<file path="config.mk">
export PLATFORM = sky130hd
export DESIGN_NAME = band_sweep_lock_controller_unit_flat
export DESIGN_NICKNAME = d
export VERILOG_FILES = /design/src/design/bsl_pkg.sv /design/src/design/bsl_req_if.sv /design/src/design/bsl_rsp_if.sv /design/src/design/bsl_ctrl.sv /design/src/design/bsl_datapath.sv /design/src/design/band_sweep_lock_controller_unit.sv /design/src/flat_wrapper.sv
export SDC_FILE = /design/constraint.sdc
export NUM_CORES = 2
export LEC_CHECK = 0
export ABC_AREA = 0
export BUFFER_PORTS_ARGS = -buffer_cell sky130_fd_sc_hd__buf_2
export CAP_MARGIN = 20
export CORE_AREA = 4 4 320 385
export CTS_BUF_LIST = sky130_fd_sc_hd__clkbuf_16
export DETAILED_ROUTE_END_ITERATION = 16
export DIE_AREA = 0 0 324 389
export PLACE_DENSITY = 0.74
export SLEW_MARGIN = 40
export SYNTH_ARGS = -nofsm -noshare
export SYNTH_HDL_FRONTEND = slang
export SYNTH_SLANG_ARGS = --single-unit
</file>
<file path="constraint.sdc">
create_clock -name clock -period 16.4 [get_ports clock]
set_input_delay 2.46 -clock clock [delete_from_list [all_inputs] [get_ports clock]]
set_output_delay 2.46 -clock clock [all_outputs]
set_load 0.01 [all_outputs]
</file>
<file path="src/design/bsl_pkg.sv">
// Shared types and constants for the band sweep lock controller.
package bsl_pkg;

   localparam int unsigned CSR_INDEX_W = 3;
   localparam int unsigned CSR_DATA_W  = 16;
   localparam int unsigned US_PER_MS   = 1000;

   localparam logic [8:0]  CHANNEL_COUNT_RST    = 9'd16;
   localparam logic [15:0] DWELL_MS_RST         = 16'd100;
   localparam logic [5:0]  LOCK_MIN_PULSES_RST  = 6'd16;
   localparam logic [15:0] QUIET_MS_RST         = 16'd500;
   localparam logic [15:0] DUMP_INTERVAL_MS_RST = 16'd400;
   localparam logic [5:0]  DUMP_MIN_PULSES_RST  = 6'd4;
   localparam logic [15:0] SHORT_PULSE_US_RST   = 16'd400;

   typedef enum logic [CSR_INDEX_W-1:0] {
      CSR_CHANNEL_COUNT    = 3'd0,
      CSR_DWELL_MS         = 3'd1,
      CSR_LOCK_MIN_PULSES  = 3'd2,
      CSR_QUIET_MS         = 3'd3,
      CSR_DUMP_INTERVAL_MS = 3'd4,
      CSR_DUMP_MIN_PULSES  = 3'd5,
      CSR_SHORT_PULSE_US   = 3'd6
   } bsl_csr_type;

   typedef enum logic [1:0] {
      OP_EDGE  = 2'd0,
      OP_POLL  = 2'd1,
      OP_START = 2'd2,
      OP_STOP  = 2'd3
   } bsl_op_type;

   typedef enum logic [1:0] {
      KIND_TUNE   = 2'd0,
      KIND_LOCK   = 2'd1,
      KIND_RECORD = 2'd2
   } bsl_kind_type;

   typedef struct packed {
      logic         latch;
      logic         edge_store;
      logic         capture_off;
      logic         start;
      logic         lock;
      logic         hop;
      logic         dump_begin;
      logic         resume;
      logic         emit;
      bsl_kind_type emit_kind;
      logic         emit_last;
   } bsl_cmd_type;

   typedef struct packed {
      bsl_op_type op;
      logic       locked;
      logic       lock_hit;
      logic       dwell_hit;
      logic       dump_hit;
      logic       quiet_hit;
      logic       fill_nz;
      logic       dump_final;
      logic       slot_free;
   } bsl_stat_type;

endpackage

</file>
<file path="src/design/bsl_req_if.sv">
// Request channel: event word with microsecond and millisecond timestamps.
interface bsl_req_if;
   logic        valid;
   logic        ready;
   logic [1:0]  operation;
   logic [31:0] now_us;
   logic [31:0] now_ms;

   modport source (output valid, output operation, output now_us, output now_ms,
                   input ready);
   modport sink (input valid, input operation, input now_us, input now_ms,
                 output ready);
endinterface

</file>
<file path="src/design/bsl_rsp_if.sv">
// Response channel: tune, lock and pulse record words.
interface bsl_rsp_if;
   logic        valid;
   logic        ready;
   logic [1:0]  kind;
   logic [7:0]  channel;
   logic [31:0] pulse_width_us;
   logic        pulse_level;
   logic        pulse_short;
   logic [5:0]  pulse_total;
   logic        last;

   modport source (output valid, output kind, output channel, output pulse_width_us,
                   output pulse_level, output pulse_short, output pulse_total,
                   output last, input ready);
   modport sink (input valid, input kind, input channel, input pulse_width_us,
                 input pulse_level, input pulse_short, input pulse_total,
                 input last, output ready);
endinterface

</file>
<file path="src/design/bsl_ctrl.sv">
// Sequencer that decodes each request word and steps the datapath through it.
module bsl_ctrl (
   input  logic                  clock,
   input  logic                  reset,
   input  logic                  req_valid,
   output logic                  req_ready,
   input  bsl_pkg::bsl_stat_type stat,
   output bsl_pkg::bsl_cmd_type  cmd
);
   import bsl_pkg::*;

   typedef enum logic [2:0] {
      ST_IDLE,
      ST_EXEC,
      ST_DUMP,
      ST_EMIT_TUNE,
      ST_EMIT_LOCK
   } state_type;

   state_type state_ff, state_in;
   logic      quiet_pend_ff, quiet_pend_in;

   assign req_ready = (state_ff == ST_IDLE);

   always_comb begin
      cmd           = '0;
      cmd.emit_kind = KIND_TUNE;
      state_in      = state_ff;
      quiet_pend_in = quiet_pend_ff;
      case (state_ff)
         ST_IDLE: begin
            if (req_valid) begin
               cmd.latch = 1'b1;
               state_in  = ST_EXEC;
            end
         end
         ST_EXEC: begin
            case (stat.op)
               OP_EDGE: begin
                  cmd.edge_store = 1'b1;
                  state_in       = ST_IDLE;
               end
               OP_STOP: begin
                  cmd.capture_off = 1'b1;
                  state_in        = ST_IDLE;
               end
               OP_START: begin
                  cmd.start = 1'b1;
                  state_in  = ST_EMIT_TUNE;
               end
               OP_POLL: begin
                  if (!stat.locked) begin
                     if (stat.lock_hit) begin
                        cmd.lock = 1'b1;
                        state_in = ST_EMIT_LOCK;
                     end else if (stat.dwell_hit) begin
                        cmd.hop  = 1'b1;
                        state_in = ST_EMIT_TUNE;
                     end else begin
                        state_in = ST_IDLE;
                     end
                  end else begin
                     quiet_pend_in  = stat.quiet_hit;
                     cmd.resume     = stat.quiet_hit;
                     cmd.dump_begin = stat.dump_hit;
                     if (stat.dump_hit && stat.fill_nz) begin
                        state_in = ST_DUMP;
                     end else if (stat.quiet_hit) begin
                        state_in = ST_EMIT_TUNE;
                     end else begin
                        state_in = ST_IDLE;
                     end
                  end
               end
               default: state_in = ST_IDLE;
            endcase
         end
         ST_DUMP: begin
            if (stat.slot_free) begin
               cmd.emit      = 1'b1;
               cmd.emit_kind = KIND_RECORD;
               cmd.emit_last = stat.dump_final && !quiet_pend_ff;
               if (stat.dump_final) begin
                  state_in = quiet_pend_ff ? ST_EMIT_TUNE : ST_IDLE;
               end
            end
         end
         ST_EMIT_TUNE: begin
            if (stat.slot_free) begin
               cmd.emit      = 1'b1;
               cmd.emit_kind = KIND_TUNE;
               cmd.emit_last = 1'b1;
               state_in      = ST_IDLE;
            end
         end
         ST_EMIT_LOCK: begin
            if (stat.slot_free) begin
               cmd.emit      = 1'b1;
               cmd.emit_kind = KIND_LOCK;
               cmd.emit_last = 1'b1;
               state_in      = ST_IDLE;
            end
         end
         default: state_in = ST_IDLE;
      endcase
   end

   always_ff @(posedge clock) begin
      if (reset) begin
         state_ff      <= ST_IDLE;
         quiet_pend_ff <= 1'b0;
      end else begin
         state_ff      <= state_in;
         quiet_pend_ff <= quiet_pend_in;
      end
   end

endmodule

</file>
<file path="src/design/bsl_datapath.sv">
// Registers, pulse store, timing compares and response register of the scanner.
module bsl_datapath #(
   parameter int unsigned MAX_PULSES = 32
) (
   input  logic                                 clock,
   input  logic                                 reset,
   input  logic [1:0]                           req_operation,
   input  logic [31:0]                          req_now_us,
   input  logic [31:0]                          req_now_ms,
   input  logic                                 csr_we,
   input  logic [bsl_pkg::CSR_INDEX_W-1:0]      csr_index,
   input  logic [bsl_pkg::CSR_DATA_W-1:0]       csr_wdata,
   input  bsl_pkg::bsl_cmd_type                 cmd,
   output bsl_pkg::bsl_stat_type                stat,
   bsl_rsp_if.source                            rsp_if
);
   import bsl_pkg::*;

   localparam int unsigned FW = $clog2(MAX_PULSES + 1);
   localparam int unsigned AW = $clog2(MAX_PULSES);

   bsl_op_type  op_ff;
   logic [31:0] now_us_ff, now_ms_ff;

   logic [8:0]  chan_count_ff;
   logic [15:0] dwell_ms_ff, quiet_ms_ff, dump_ivl_ff, short_us_ff;
   logic [5:0]  lock_min_ff, dump_min_ff;
   logic [25:0] quiet_us_ff;

   logic          locked_ff, capture_on_ff;
   logic [7:0]    sweep_ch_ff, lock_ch_ff;
   logic [31:0]   entered_ms_ff, dumped_ms_ff, prev_edge_ff;
   logic [FW-1:0] fill_ff, total_ff, idx_ff, idx_in;
   logic [31:0]   rd_data_ff;
   logic [31:0]   store_mem [MAX_PULSES];

   logic          store_en, tune_go, slot_free;
   logic [7:0]    tune_ch;
   logic [31:0]   delta_us;
   logic [AW-1:0] rd_addr;

   logic        rsp_valid_ff;
   logic [1:0]  rsp_kind_ff;
   logic [7:0]  rsp_channel_ff;
   logic [31:0] rsp_width_ff;
   logic        rsp_level_ff, rsp_short_ff, rsp_last_ff;
   logic [5:0]  rsp_total_ff;

   function automatic logic [7:0] next_ch(input logic [7:0] c, input logic [8:0] cnt);
      logic [8:0] n;
      n = {1'b0, c} + 9'd1;
      if (n >= cnt || n > 9'd255) begin
         next_ch = 8'd0;
      end else begin
         next_ch = n[7:0];
      end
   endfunction

   assign delta_us  = now_us_ff - prev_edge_ff;
   assign store_en  = cmd.edge_store && capture_on_ff && (fill_ff < FW'(MAX_PULSES));
   assign tune_go   = cmd.start || cmd.hop || cmd.resume;
   assign slot_free = !rsp_valid_ff || rsp_if.ready;

   always_comb begin
      if (cmd.hop) begin
         tune_ch = next_ch(sweep_ch_ff, chan_count_ff);
      end else if (cmd.resume) begin
         tune_ch = next_ch(lock_ch_ff, chan_count_ff);
      end else begin
         tune_ch = 8'd0;
      end
   end

   always_comb begin
      if (cmd.dump_begin) begin
         idx_in = '0;
      end else if (cmd.emit && cmd.emit_kind == KIND_RECORD) begin
         idx_in = idx_ff + FW'(1);
      end else begin
         idx_in = idx_ff;
      end
   end

   assign rd_addr = (idx_in < FW'(MAX_PULSES)) ? idx_in[AW-1:0] : '0;

   always_comb begin
      stat            = '0;
      stat.op         = op_ff;
      stat.locked     = locked_ff;
      stat.lock_hit   = 7'(fill_ff) >= 7'(lock_min_ff);
      stat.dwell_hit  = (now_ms_ff - entered_ms_ff) >= 32'(dwell_ms_ff);
      stat.dump_hit   = ((now_ms_ff - dumped_ms_ff) >= 32'(dump_ivl_ff))
                        && (7'(fill_ff) >= 7'(dump_min_ff));
      stat.quiet_hit  = delta_us > 32'(quiet_us_ff);
      stat.fill_nz    = fill_ff != '0;
      stat.dump_final = idx_ff == (total_ff - FW'(1));
      stat.slot_free  = slot_free;
   end

   always_ff @(posedge clock) begin
      if (cmd.latch) begin
         op_ff     <= bsl_op_type'(req_operation);
         now_us_ff <= req_now_us;
         now_ms_ff <= req_now_ms;
      end
   end

   always_ff @(posedge clock) begin
      if (reset) begin
         chan_count_ff <= CHANNEL_COUNT_RST;
         dwell_ms_ff   <= DWELL_MS_RST;
         lock_min_ff   <= LOCK_MIN_PULSES_RST;
         quiet_ms_ff   <= QUIET_MS_RST;
         dump_ivl_ff   <= DUMP_INTERVAL_MS_RST;
         dump_min_ff   <= DUMP_MIN_PULSES_RST;
         short_us_ff   <= SHORT_PULSE_US_RST;
      end else if (csr_we) begin
         case (bsl_csr_type'(csr_index))
            CSR_CHANNEL_COUNT:    chan_count_ff <= csr_wdata[8:0];
            CSR_DWELL_MS:         dwell_ms_ff   <= csr_wdata;
            CSR_LOCK_MIN_PULSES:  lock_min_ff   <= csr_wdata[5:0];
            CSR_QUIET_MS:         quiet_ms_ff   <= csr_wdata;
            CSR_DUMP_INTERVAL_MS: dump_ivl_ff   <= csr_wdata;
            CSR_DUMP_MIN_PULSES:  dump_min_ff   <= csr_wdata[5:0];
            CSR_SHORT_PULSE_US:   short_us_ff   <= csr_wdata;
            default: ;
         endcase
      end
   end

   always_ff @(posedge clock) begin
      quiet_us_ff <= 26'(quiet_ms_ff) * 26'(US_PER_MS);
   end

   always_ff @(posedge clock) begin
      if (reset) begin
         locked_ff     <= 1'b0;
         capture_on_ff <= 1'b0;
         sweep_ch_ff   <= 8'd0;
         lock_ch_ff    <= 8'd0;
         entered_ms_ff <= 32'd0;
         dumped_ms_ff  <= 32'd0;
         prev_edge_ff  <= 32'd0;
         fill_ff       <= '0;
         total_ff      <= '0;
         idx_ff        <= '0;
      end else begin
         idx_ff <= idx_in;
         if (cmd.edge_store) begin
            prev_edge_ff <= now_us_ff;
            if (store_en) begin
               fill_ff <= fill_ff + FW'(1);
            end
         end
         if (cmd.capture_off) begin
            capture_on_ff <= 1'b0;
         end
         if (cmd.start) begin
            capture_on_ff <= 1'b1;
            locked_ff     <= 1'b0;
         end
         if (cmd.lock) begin
            locked_ff    <= 1'b1;
            lock_ch_ff   <= sweep_ch_ff;
            dumped_ms_ff <= 32'd0;
         end
         if (cmd.dump_begin) begin
            dumped_ms_ff <= now_ms_ff;
            total_ff     <= fill_ff;
            fill_ff      <= '0;
         end
         if (cmd.resume) begin
            locked_ff <= 1'b0;
         end
         if (tune_go) begin
            sweep_ch_ff   <= tune_ch;
            fill_ff       <= '0;
            prev_edge_ff  <= now_us_ff;
            entered_ms_ff <= now_ms_ff;
         end
      end
   end

   always_ff @(posedge clock) begin
      if (store_en) begin
         store_mem[fill_ff[AW-1:0]] <= delta_us;
      end
      rd_data_ff <= store_mem[rd_addr];
   end

   always_ff @(posedge clock) begin
      if (reset) begin
         rsp_valid_ff <= 1'b0;
      end else if (cmd.emit) begin
         rsp_valid_ff <= 1'b1;
      end else if (rsp_if.ready) begin
         rsp_valid_ff <= 1'b0;
      end
   end

   always_ff @(posedge clock) begin
      if (cmd.emit) begin
         rsp_kind_ff  <= cmd.emit_kind;
         rsp_last_ff  <= cmd.emit_last;
         rsp_width_ff <= 32'd0;
         rsp_level_ff <= 1'b0;
         rsp_short_ff <= 1'b0;
         rsp_total_ff <= 6'd0;
         case (cmd.emit_kind)
            KIND_TUNE: rsp_channel_ff <= sweep_ch_ff;
            KIND_LOCK: rsp_channel_ff <= lock_ch_ff;
            KIND_RECORD: begin
               rsp_channel_ff <= lock_ch_ff;
               rsp_width_ff   <= rd_data_ff;
               rsp_level_ff   <= idx_ff[0];
               rsp_short_ff   <= rd_data_ff < 32'(short_us_ff);
               rsp_total_ff   <= 6'(total_ff);
            end
            default: rsp_channel_ff <= sweep_ch_ff;
         endcase
      end
   end

   assign rsp_if.valid          = rsp_valid_ff;
   assign rsp_if.kind           = rsp_kind_ff;
   assign rsp_if.channel        = rsp_channel_ff;
   assign rsp_if.pulse_width_us = rsp_width_ff;
   assign rsp_if.pulse_level    = rsp_level_ff;
   assign rsp_if.pulse_short    = rsp_short_ff;
   assign rsp_if.pulse_total    = rsp_total_ff;
   assign rsp_if.last           = rsp_last_ff;

endmodule

</file>
<file path="src/design/band_sweep_lock_controller_unit.sv">
// Top level of the band sweep lock controller: sequencer plus datapath.
// Edge and stop words finish in the execute state; the next word is taken back in idle.
// Tune and lock words are registered out once the response slot is free, one per word.
// A dump streams one record per cycle from the pulse store's single read port
// while the response side accepts every word.
// Synchronous active-high reset restores register defaults; store contents stay undefined.
module band_sweep_lock_controller_unit #(
   parameter int unsigned MAX_PULSES = 32
) (
   input  logic                              clock,
   input  logic                              reset,
   bsl_req_if.sink                           req_if,
   bsl_rsp_if.source                         rsp_if,
   input  logic                              csr_we,
   input  logic [bsl_pkg::CSR_INDEX_W-1:0]   csr_index,
   input  logic [bsl_pkg::CSR_DATA_W-1:0]    csr_wdata
);
   import bsl_pkg::*;

   bsl_cmd_type  cmd;
   bsl_stat_type stat;
   logic         req_ready;

   assign req_if.ready = req_ready;

   bsl_ctrl u_ctrl (
      .clock     (clock),
      .reset     (reset),
      .req_valid (req_if.valid),
      .req_ready (req_ready),
      .stat      (stat),
      .cmd       (cmd)
   );

   bsl_datapath #(
      .MAX_PULSES (MAX_PULSES)
   ) u_datapath (
      .clock         (clock),
      .reset         (reset),
      .req_operation (req_if.operation),
      .req_now_us    (req_if.now_us),
      .req_now_ms    (req_if.now_ms),
      .csr_we        (csr_we),
      .csr_index     (csr_index),
      .csr_wdata     (csr_wdata),
      .cmd           (cmd),
      .stat          (stat),
      .rsp_if        (rsp_if)
   );

endmodule

</file>
<file path="src/flat_wrapper.sv">
// flat-port wrapper written by rule: the top's interface ports become plain ports
module band_sweep_lock_controller_unit_flat import bsl_pkg::*;
#(
   parameter int unsigned MAX_PULSES = 32
)
  (clock, reset, csr_we, csr_index, csr_wdata, req_if_valid, req_if_operation, req_if_now_us, req_if_now_ms, req_if_ready, rsp_if_valid, rsp_if_kind, rsp_if_channel, rsp_if_pulse_width_us, rsp_if_pulse_level, rsp_if_pulse_short, rsp_if_pulse_total, rsp_if_last, rsp_if_ready);
  bsl_req_if req_if_i ();
  bsl_rsp_if rsp_if_i ();
  input  logic clock;
  input  logic reset;
  input  logic csr_we;
  input  logic [bsl_pkg::CSR_INDEX_W-1:0] csr_index;
  input  logic [bsl_pkg::CSR_DATA_W-1:0] csr_wdata;
  input wire logic [$bits(req_if_i.valid)-1:0] req_if_valid;
  input wire logic [$bits(req_if_i.operation)-1:0] req_if_operation;
  input wire logic [$bits(req_if_i.now_us)-1:0] req_if_now_us;
  input wire logic [$bits(req_if_i.now_ms)-1:0] req_if_now_ms;
  output wire logic [$bits(req_if_i.ready)-1:0] req_if_ready;
  output wire logic [$bits(rsp_if_i.valid)-1:0] rsp_if_valid;
  output wire logic [$bits(rsp_if_i.kind)-1:0] rsp_if_kind;
  output wire logic [$bits(rsp_if_i.channel)-1:0] rsp_if_channel;
  output wire logic [$bits(rsp_if_i.pulse_width_us)-1:0] rsp_if_pulse_width_us;
  output wire logic [$bits(rsp_if_i.pulse_level)-1:0] rsp_if_pulse_level;
  output wire logic [$bits(rsp_if_i.pulse_short)-1:0] rsp_if_pulse_short;
  output wire logic [$bits(rsp_if_i.pulse_total)-1:0] rsp_if_pulse_total;
  output wire logic [$bits(rsp_if_i.last)-1:0] rsp_if_last;
  input wire logic [$bits(rsp_if_i.ready)-1:0] rsp_if_ready;
  assign req_if_i.valid = req_if_valid;
  assign req_if_i.operation = req_if_operation;
  assign req_if_i.now_us = req_if_now_us;
  assign req_if_i.now_ms = req_if_now_ms;
  assign req_if_ready = req_if_i.ready;
  assign rsp_if_valid = rsp_if_i.valid;
  assign rsp_if_kind = rsp_if_i.kind;
  assign rsp_if_channel = rsp_if_i.channel;
  assign rsp_if_pulse_width_us = rsp_if_i.pulse_width_us;
  assign rsp_if_pulse_level = rsp_if_i.pulse_level;
  assign rsp_if_pulse_short = rsp_if_i.pulse_short;
  assign rsp_if_pulse_total = rsp_if_i.pulse_total;
  assign rsp_if_last = rsp_if_i.last;
  assign rsp_if_i.ready = rsp_if_ready;
  band_sweep_lock_controller_unit #(.MAX_PULSES(MAX_PULSES)) u_core (.clock(clock), .reset(reset), .req_if(req_if_i), .rsp_if(rsp_if_i), .csr_we(csr_we), .csr_index(csr_index), .csr_wdata(csr_wdata));
endmodule
</file>
* Word level (Yosys, flattened, before mapping)
Memories as Yosys holds them, arrays and structs flattened. A register that Yosys moved wholly into a read port is not among the register bits. Cells that the tools add are included.
Word-level totals: register bits after elaboration 362, memories kept 1, bits in writable memories 1024, bits of input ports 90, output and inout port bits 53
Cells by class: reduce and logical (&&, ||, !) cells 37, eq/ne operators 20, magnitude comparators 12, multipliers 1, mux-type cells 48, add/subtract/negate cells 8
Memories:
- u_core.u_datapath.store_mem | depth 32, bits a word 32, read ports 1, clocked after memory_dff 1, wr ports 1, line bsl_datapath.sv:35 | logic [31:0] store_mem [MAX_PULSES];
Operators with widths (count):
- $mux 32 | 4
- $sub 32x32->32 | 3
- $ge 32x16->1 | 2
- $mux 8 | 5
- $gt 32x26->1 | 1
- $lt 32x16->1 | 1
- $mul 16x7->23 const B | 1
- $mux 3 | 7
- $add 8x1->9 const B | 2
- $ge 9x9->1 | 2
- $gt 9x8->1 const B | 2
- $mux 1 | 16
- $mux 4 | 4
- $reduce_and 2->1 | 8
- $add 6x1->6 const B | 2
- $eq 3x2->1 const B | 4
- $eq 3x3->1 const B | 4
- $ge 6x6->1 | 2
- $lt 6x6->1 const B | 2
- $mux 6 | 2
- $pmux 3 s4 | 1
- $pmux 4 s3 | 1
- $mux 2 | 5
- $reduce_bool 2->1 | 5
- other kinds (20) | 40

* Depth between registers and ports, before layout
depth after elaboration 11, mapped depth 28

* Cells and area by module
A second synthesis with hierarchy kept.
Unflattened totals: cells, all modules 5368, area, all modules 64155.3 µm²
Modules (own cells, without submodules):
- bsl_datapath | instances 1, area each 63623.5 µm², seq. area each 39728.1 µm², cells an instance 5299
- bsl_ctrl | instances 1, area each 531.8 µm², seq. area each 80.1 µm², cells an instance 69

* Least setup slack after synthesis
Ideal clock, no wire load.
kind input -> register, start in rsp_if_ready, end reg u_core.u_datapath.rd_data_ff[30] (read register of u_core.u_datapath.store_mem), data required time 16.270 ns, path slack 8.877 ns, cell stages on the path 14, arrival 7.393 ns, cell sequence nor2b_1 nor2_1 and2_1 clkbuf_1 nand4_1 nor2_1 xor2_1 nor3_1 clkbuf_1 a221oi_1 mux2i_1 o2bb2a_1 o211ai_1 nand4_1
RTL lines:
- start, declared | line flat_wrapper.sv:27 | input wire logic [$bits(rsp_if_i.ready)-1:0] rsp_if_ready;
- end, declared | line bsl_datapath.sv:34 | logic [31:0] rd_data_ff;

* Final worst setup path
start reg u_core.u_datapath.now_ms_ff[1], end reg u_core.u_datapath.rd_data_ff[31] (read register of u_core.u_datapath.store_mem)
Between the ends: cells in the longest elaborated chain, start to end 9
Ends and longest elaborated chain:
- start, declared | line bsl_datapath.sv:23 | logic [31:0] now_us_ff, now_ms_ff;
- start signal, assigned | line bsl_datapath.sv:104 | now_ms_ff <= req_now_ms;
- $sub 32x32->32 * | line bsl_datapath.sv:92 | stat.dump_hit = ((now_ms_ff - dumped_ms_ff) >= 32'(dump_ivl_ff))
- $ge 32x16->1 * | line bsl_datapath.sv:92
- $logic_and 1x1->1 * | line bsl_datapath.sv:93 | && (7'(fill_ff) >= 7'(dump_min_ff));
- $mux 2 * | line bsl_ctrl.sv:52 | if (!stat.locked) begin
- $mux 4 * | line bsl_ctrl.sv:38 | case (stat.op)
- $mux 7 * | line bsl_ctrl.sv:30 | case (state_ff)
- $mux 6 * | line bsl_datapath.sv:75 | if (cmd.dump_begin) begin
- $lt 6x6->1 | line bsl_datapath.sv:84 | assign rd_addr = (idx_in < FW'(MAX_PULSES)) ? idx_in[AW-1:0] : '0;
- $mux 5 * | line bsl_datapath.sv:84
Mark *: on every way between the ends. The rest lies on a longest branch, timed or not. A chain may end at the register's enable or synchronous reset.

==> summary.txt <==
Pwr
  – Pleak: 0.02605 uW
  – Power per cell area: around 150 nW/um2
  – IR drop worst, VDD: around 120 uV
  – Final Power: roughly 11000 uW

Setup path
  – Worst endpoint data arrival time: ~8600 ps
  – Setup CP Type: reg -> reg
  – Startpoint types: flip-flop
  – Req. time, crit path: about 17000 ps
  – Worst Setup End Kind: flip-flop
  – Worst Path Max Fanout: 51

Logic synthesis
  – Mapped cell area: 65460 um2
  – FFs w/ async S/R, synth: 0%
  – Syn Area/Cell: between 10 and 15 um2
  – Syn. warnings: 0
  – Yosys top cell area share: around 52%
  – Area contributors post-synth: edfxtp_1 (52%), dfxtp_1 (8.5%), nand2_1 (6.0%)
  – Post-Syn Nets: 6100
  – Post-synthesis cell count: between 5000 and 6000
  – EDFF count, synth: 1141
  – Post-synth cell types: 76
  – Seq cells post-synth: 1418
  – Top_reg_cell synth: edfxtp_1
  – Post-synthesis sequential area ratio: a little over 60%
  – Synth area leader: edfxtp_1

Timing
  – Final critical-path share of the clock period: just under 50%
  – Clock Skew: 29.51 ps
  – Slew headroom: around 29%
  – RSZ-0062 raised after global routing: false
  – Slew Viols, Final: 0
  – Fmax: 126.7 MHz
  – Tmin final: approximately 7900 ps
  – Final hold viol count: 0
  – Final Setup Violations: 0
  – Hold_ws: between 400 and 500 ps
  – Final TNS setup: 0 ps
  – Slew of the pin with the lowest slew margin: about 1100 ps
  – Final setup margin: 8510 ps

Placed design
  – DP HPWL: 109.4 mm
  – IO buf count: 142
  – Pre-CTS WS: 8364 ps
  – GP Congestion: between 0.9 and 1

Final layout
  – Fillers: roughly 9200
  – # nets final: 6180
  – Share of cells above drive strength 1: a little under 10%
  – Layout area overhead: 11.97%
  – Final Core Density: between 60 and 70%

Clocking
  – CTS hold repair buffers: 0
  – Clk sinks: 1418
  – Clock Latency Late Sink: 780 ps
  – TritonCTS Buffers: about 140
  – Post-CTS setup buffers: 0
  – CTS tree: done
  – Longest Clk Path Bufs: 3
  – Clock Tree Root: clkbuf_16
  – Post-CTS sizing: 0
  – CTS H-tree depth: 4
  – CTS clock-pin slew for the worst setup and hold paths: 60 ps

Min path
  – Worst hold path type: reg -> reg

Run
  – Max-cap violation count: 0

Floorplan
  – Total die area: 126000 um2
  – # IOs: 143
  – Row count: ~140
  – Die height: ~390 um
  – Starting Density: 54.87%
  – Core Footprint: approximately 120000 um2
  – Die span in x: between 300 and 400 um

Route
  – DRC viols: 0
  – Initial drt markers: between 5000 and 6000
  – Drt wl/cell: between 20 and 30 um
  – Final ANT Viol Nets: 0
  – 1st-pass router iterations: 6
  – Via-to-Cell Ratio: around 6.4
  – Routed WL: around 190 mm
  – Via count: between 40000 and 50000

Run status
  – Status: finished, final reports clean

Global routing
  – Largest net degree at the start of global routing: 165
  – Vias in the first global route: approximately 47000
  – First-pass GRT wire length: 282.4 mm
  – GR Util All Layers: roughly 30%
  – GRT overflow: 0
  – Initial antenna violation count: 8
==> flip-flops by register name (all words and copies together), names as in the netlist, 16 cells and up <==
register                                 flops
u_core.u_datapath.store_mem               1024
u_core.u_datapath.dumped_ms_ff              32
u_core.u_datapath.entered_ms_ff             32
u_core.u_datapath.now_ms_ff                 32
u_core.u_datapath.now_us_ff                 32
u_core.u_datapath.prev_edge_ff              32
u_core.u_datapath.rd_data_ff                32
u_core.u_datapath.rsp_if.pulse_width_us     32
u_core.u_datapath.quiet_us_ff               23
u_core.u_datapath.dump_ivl_ff               16
u_core.u_datapath.dwell_ms_ff               16
u_core.u_datapath.quiet_ms_ff               16
u_core.u_datapath.short_us_ff               16
==> routing by layer <==
layer / vias up / wire, um / share of wire (%) / global-route usage, %
met5: - / 34 / 0.018 / 0
met4: 6 / 12430 / 6.5 / 17.07
met3: 676 / 20120 / 11 / 6.442
met2: 2843 / 89750 / 47 / 48.82
met1: 22873 / 68060 / 36 / 36.83
li1: 21135 / - / - / -
==> final timing paths <==
| path | from | endpoint | slack, ps | depth (start not counted) |
|---|---|---|---|---|
| min | u_core.u_datapath.dwell_ms_ff[13] | u_core.u_datapath.dwell_ms_ff[13] | 450 | 2 |
| max reg2reg | u_core.u_datapath.now_ms_ff[1] | u_core.u_datapath.rd_data_ff[31] | 8510 | 24 |
| min reg2reg | u_core.u_datapath.dwell_ms_ff[13] | u_core.u_datapath.dwell_ms_ff[13] | 450 | 2 |
| max | u_core.u_datapath.now_ms_ff[1] | u_core.u_datapath.rd_data_ff[31] | 8510 | 24 |
==> cells by family after synthesis <==
kind of cell	count (synthesis)	synth area share [%]
and+or+nand+nor	1885	12.63
xor gates and xnor gates	101	1.351
buffers and inverters	616	3.687
DFF	1418	60.81
muxes	104	1.611
adders and majority gates	318	6.732
AOI/OAI and AO/OA	1250	13.17
==> critical path, cell delays in order (launching register included) <==
cell,delay (ps)
edfxtp_1,500
ha_1,340
nor2b_1,150
o31a_1,280
o221ai_1,300
a21oi_1,230
nor3_1,280
o21ai_0,180
xnor2_1,200
ha_1,270
and4_1,170
nand2_1,90
o22ai_1,120
a2111o_1,400
or4_1,510
a2111o_1,380
or4_1,570
nor4_4,380
a211oi_4,150
nor3_4,210
buf_4,620
buf_4,740
nand2_1,160
a221o_1,390
nand4_1,90
==> where the power goes <==
group          switching, uW  internal (uW)  leakage, uW
clock network           1380           1910      0.00241
registers                110           4680       0.0126
logic                   1920            910       0.0111
total                   3400           7490       0.0261
==> area by class of cell <==
type                       count  area (um2)  share of cell area [%]
sequential                  1418       39810                   54.31
multi-input combinational   3658       23930                   32.64
clock inverter               107       900.9                   1.229
tap                         1551        1941                   2.648
antenna                       11       27.53                 0.03756
inverter                     303        1137                   1.552
clock buffer                 152        3804                   5.189
timing repair buffer         249        1752                   2.390
==> cells in the final DEF (no fill, tap or decap), types with 45 or more instances in the layout <==
cell / synthesis / layout
nor2_1: 348 / 307
o221ai_1: 68 / 68
edfxtp_1: 1141 / 1141
dfxtp_1: 277 / 277
a21oi_1: 427 / 425
and2_1: 53 / 52
a221o_1: 104 / 104
clkbuf_16: 0 / 152
buf_4: 9 / 80
mux2i_1: 93 / 93
nand2_1: 1045 / 1044
buf_2: 42 / 141
nand3_1: 84 / 82
ha_1: 261 / 260
o21ai_0: 75 / 75
a21o_1: 62 / 62
nand4_1: 116 / 116
fa_1: 57 / 57
xnor2_1: 75 / 58
nor3_1: 51 / 45
o22ai_1: 135 / 135
a221oi_1: 98 / 97
inv_1: 303 / 327
==> per-stage QoR <==
step | cell area (um2) | cells
6_report | 73300 | 7449
5_1_grt | 73270 | 7438
4_1_cts | 73220 | 7437
3_5_place_dp | 68510 | 7178
3_3_place_gp | 68240 | 7164
2_1_floorplan | 65460 | 5692
==> synthesized netlist by cell type (19+ instances only) <==
cell	instances
nor3_1	51
a221o_1	104
clkbuf_1	244
nand2_1	1045
nor2_1	348
a221oi_1	98
and2_1	53
o21a_1	36
nand2b_1	39
nand3_1	84
o22ai_1	135
o2111ai_1	36
a21oi_1	427
o21bai_1	22
o2bb2ai_1	35
ha_1	261
a21o_1	62
o21ai_0	75
xnor2_1	75
o221ai_1	68
mux2i_1	93
xor2_1	26
nand4_1	116
nor2b_1	34
buf_2	42
dfxtp_1	277
fa_1	57
inv_1	303
edfxtp_1	1141
o211ai_1	19
(Power assumes the default switching activity.)
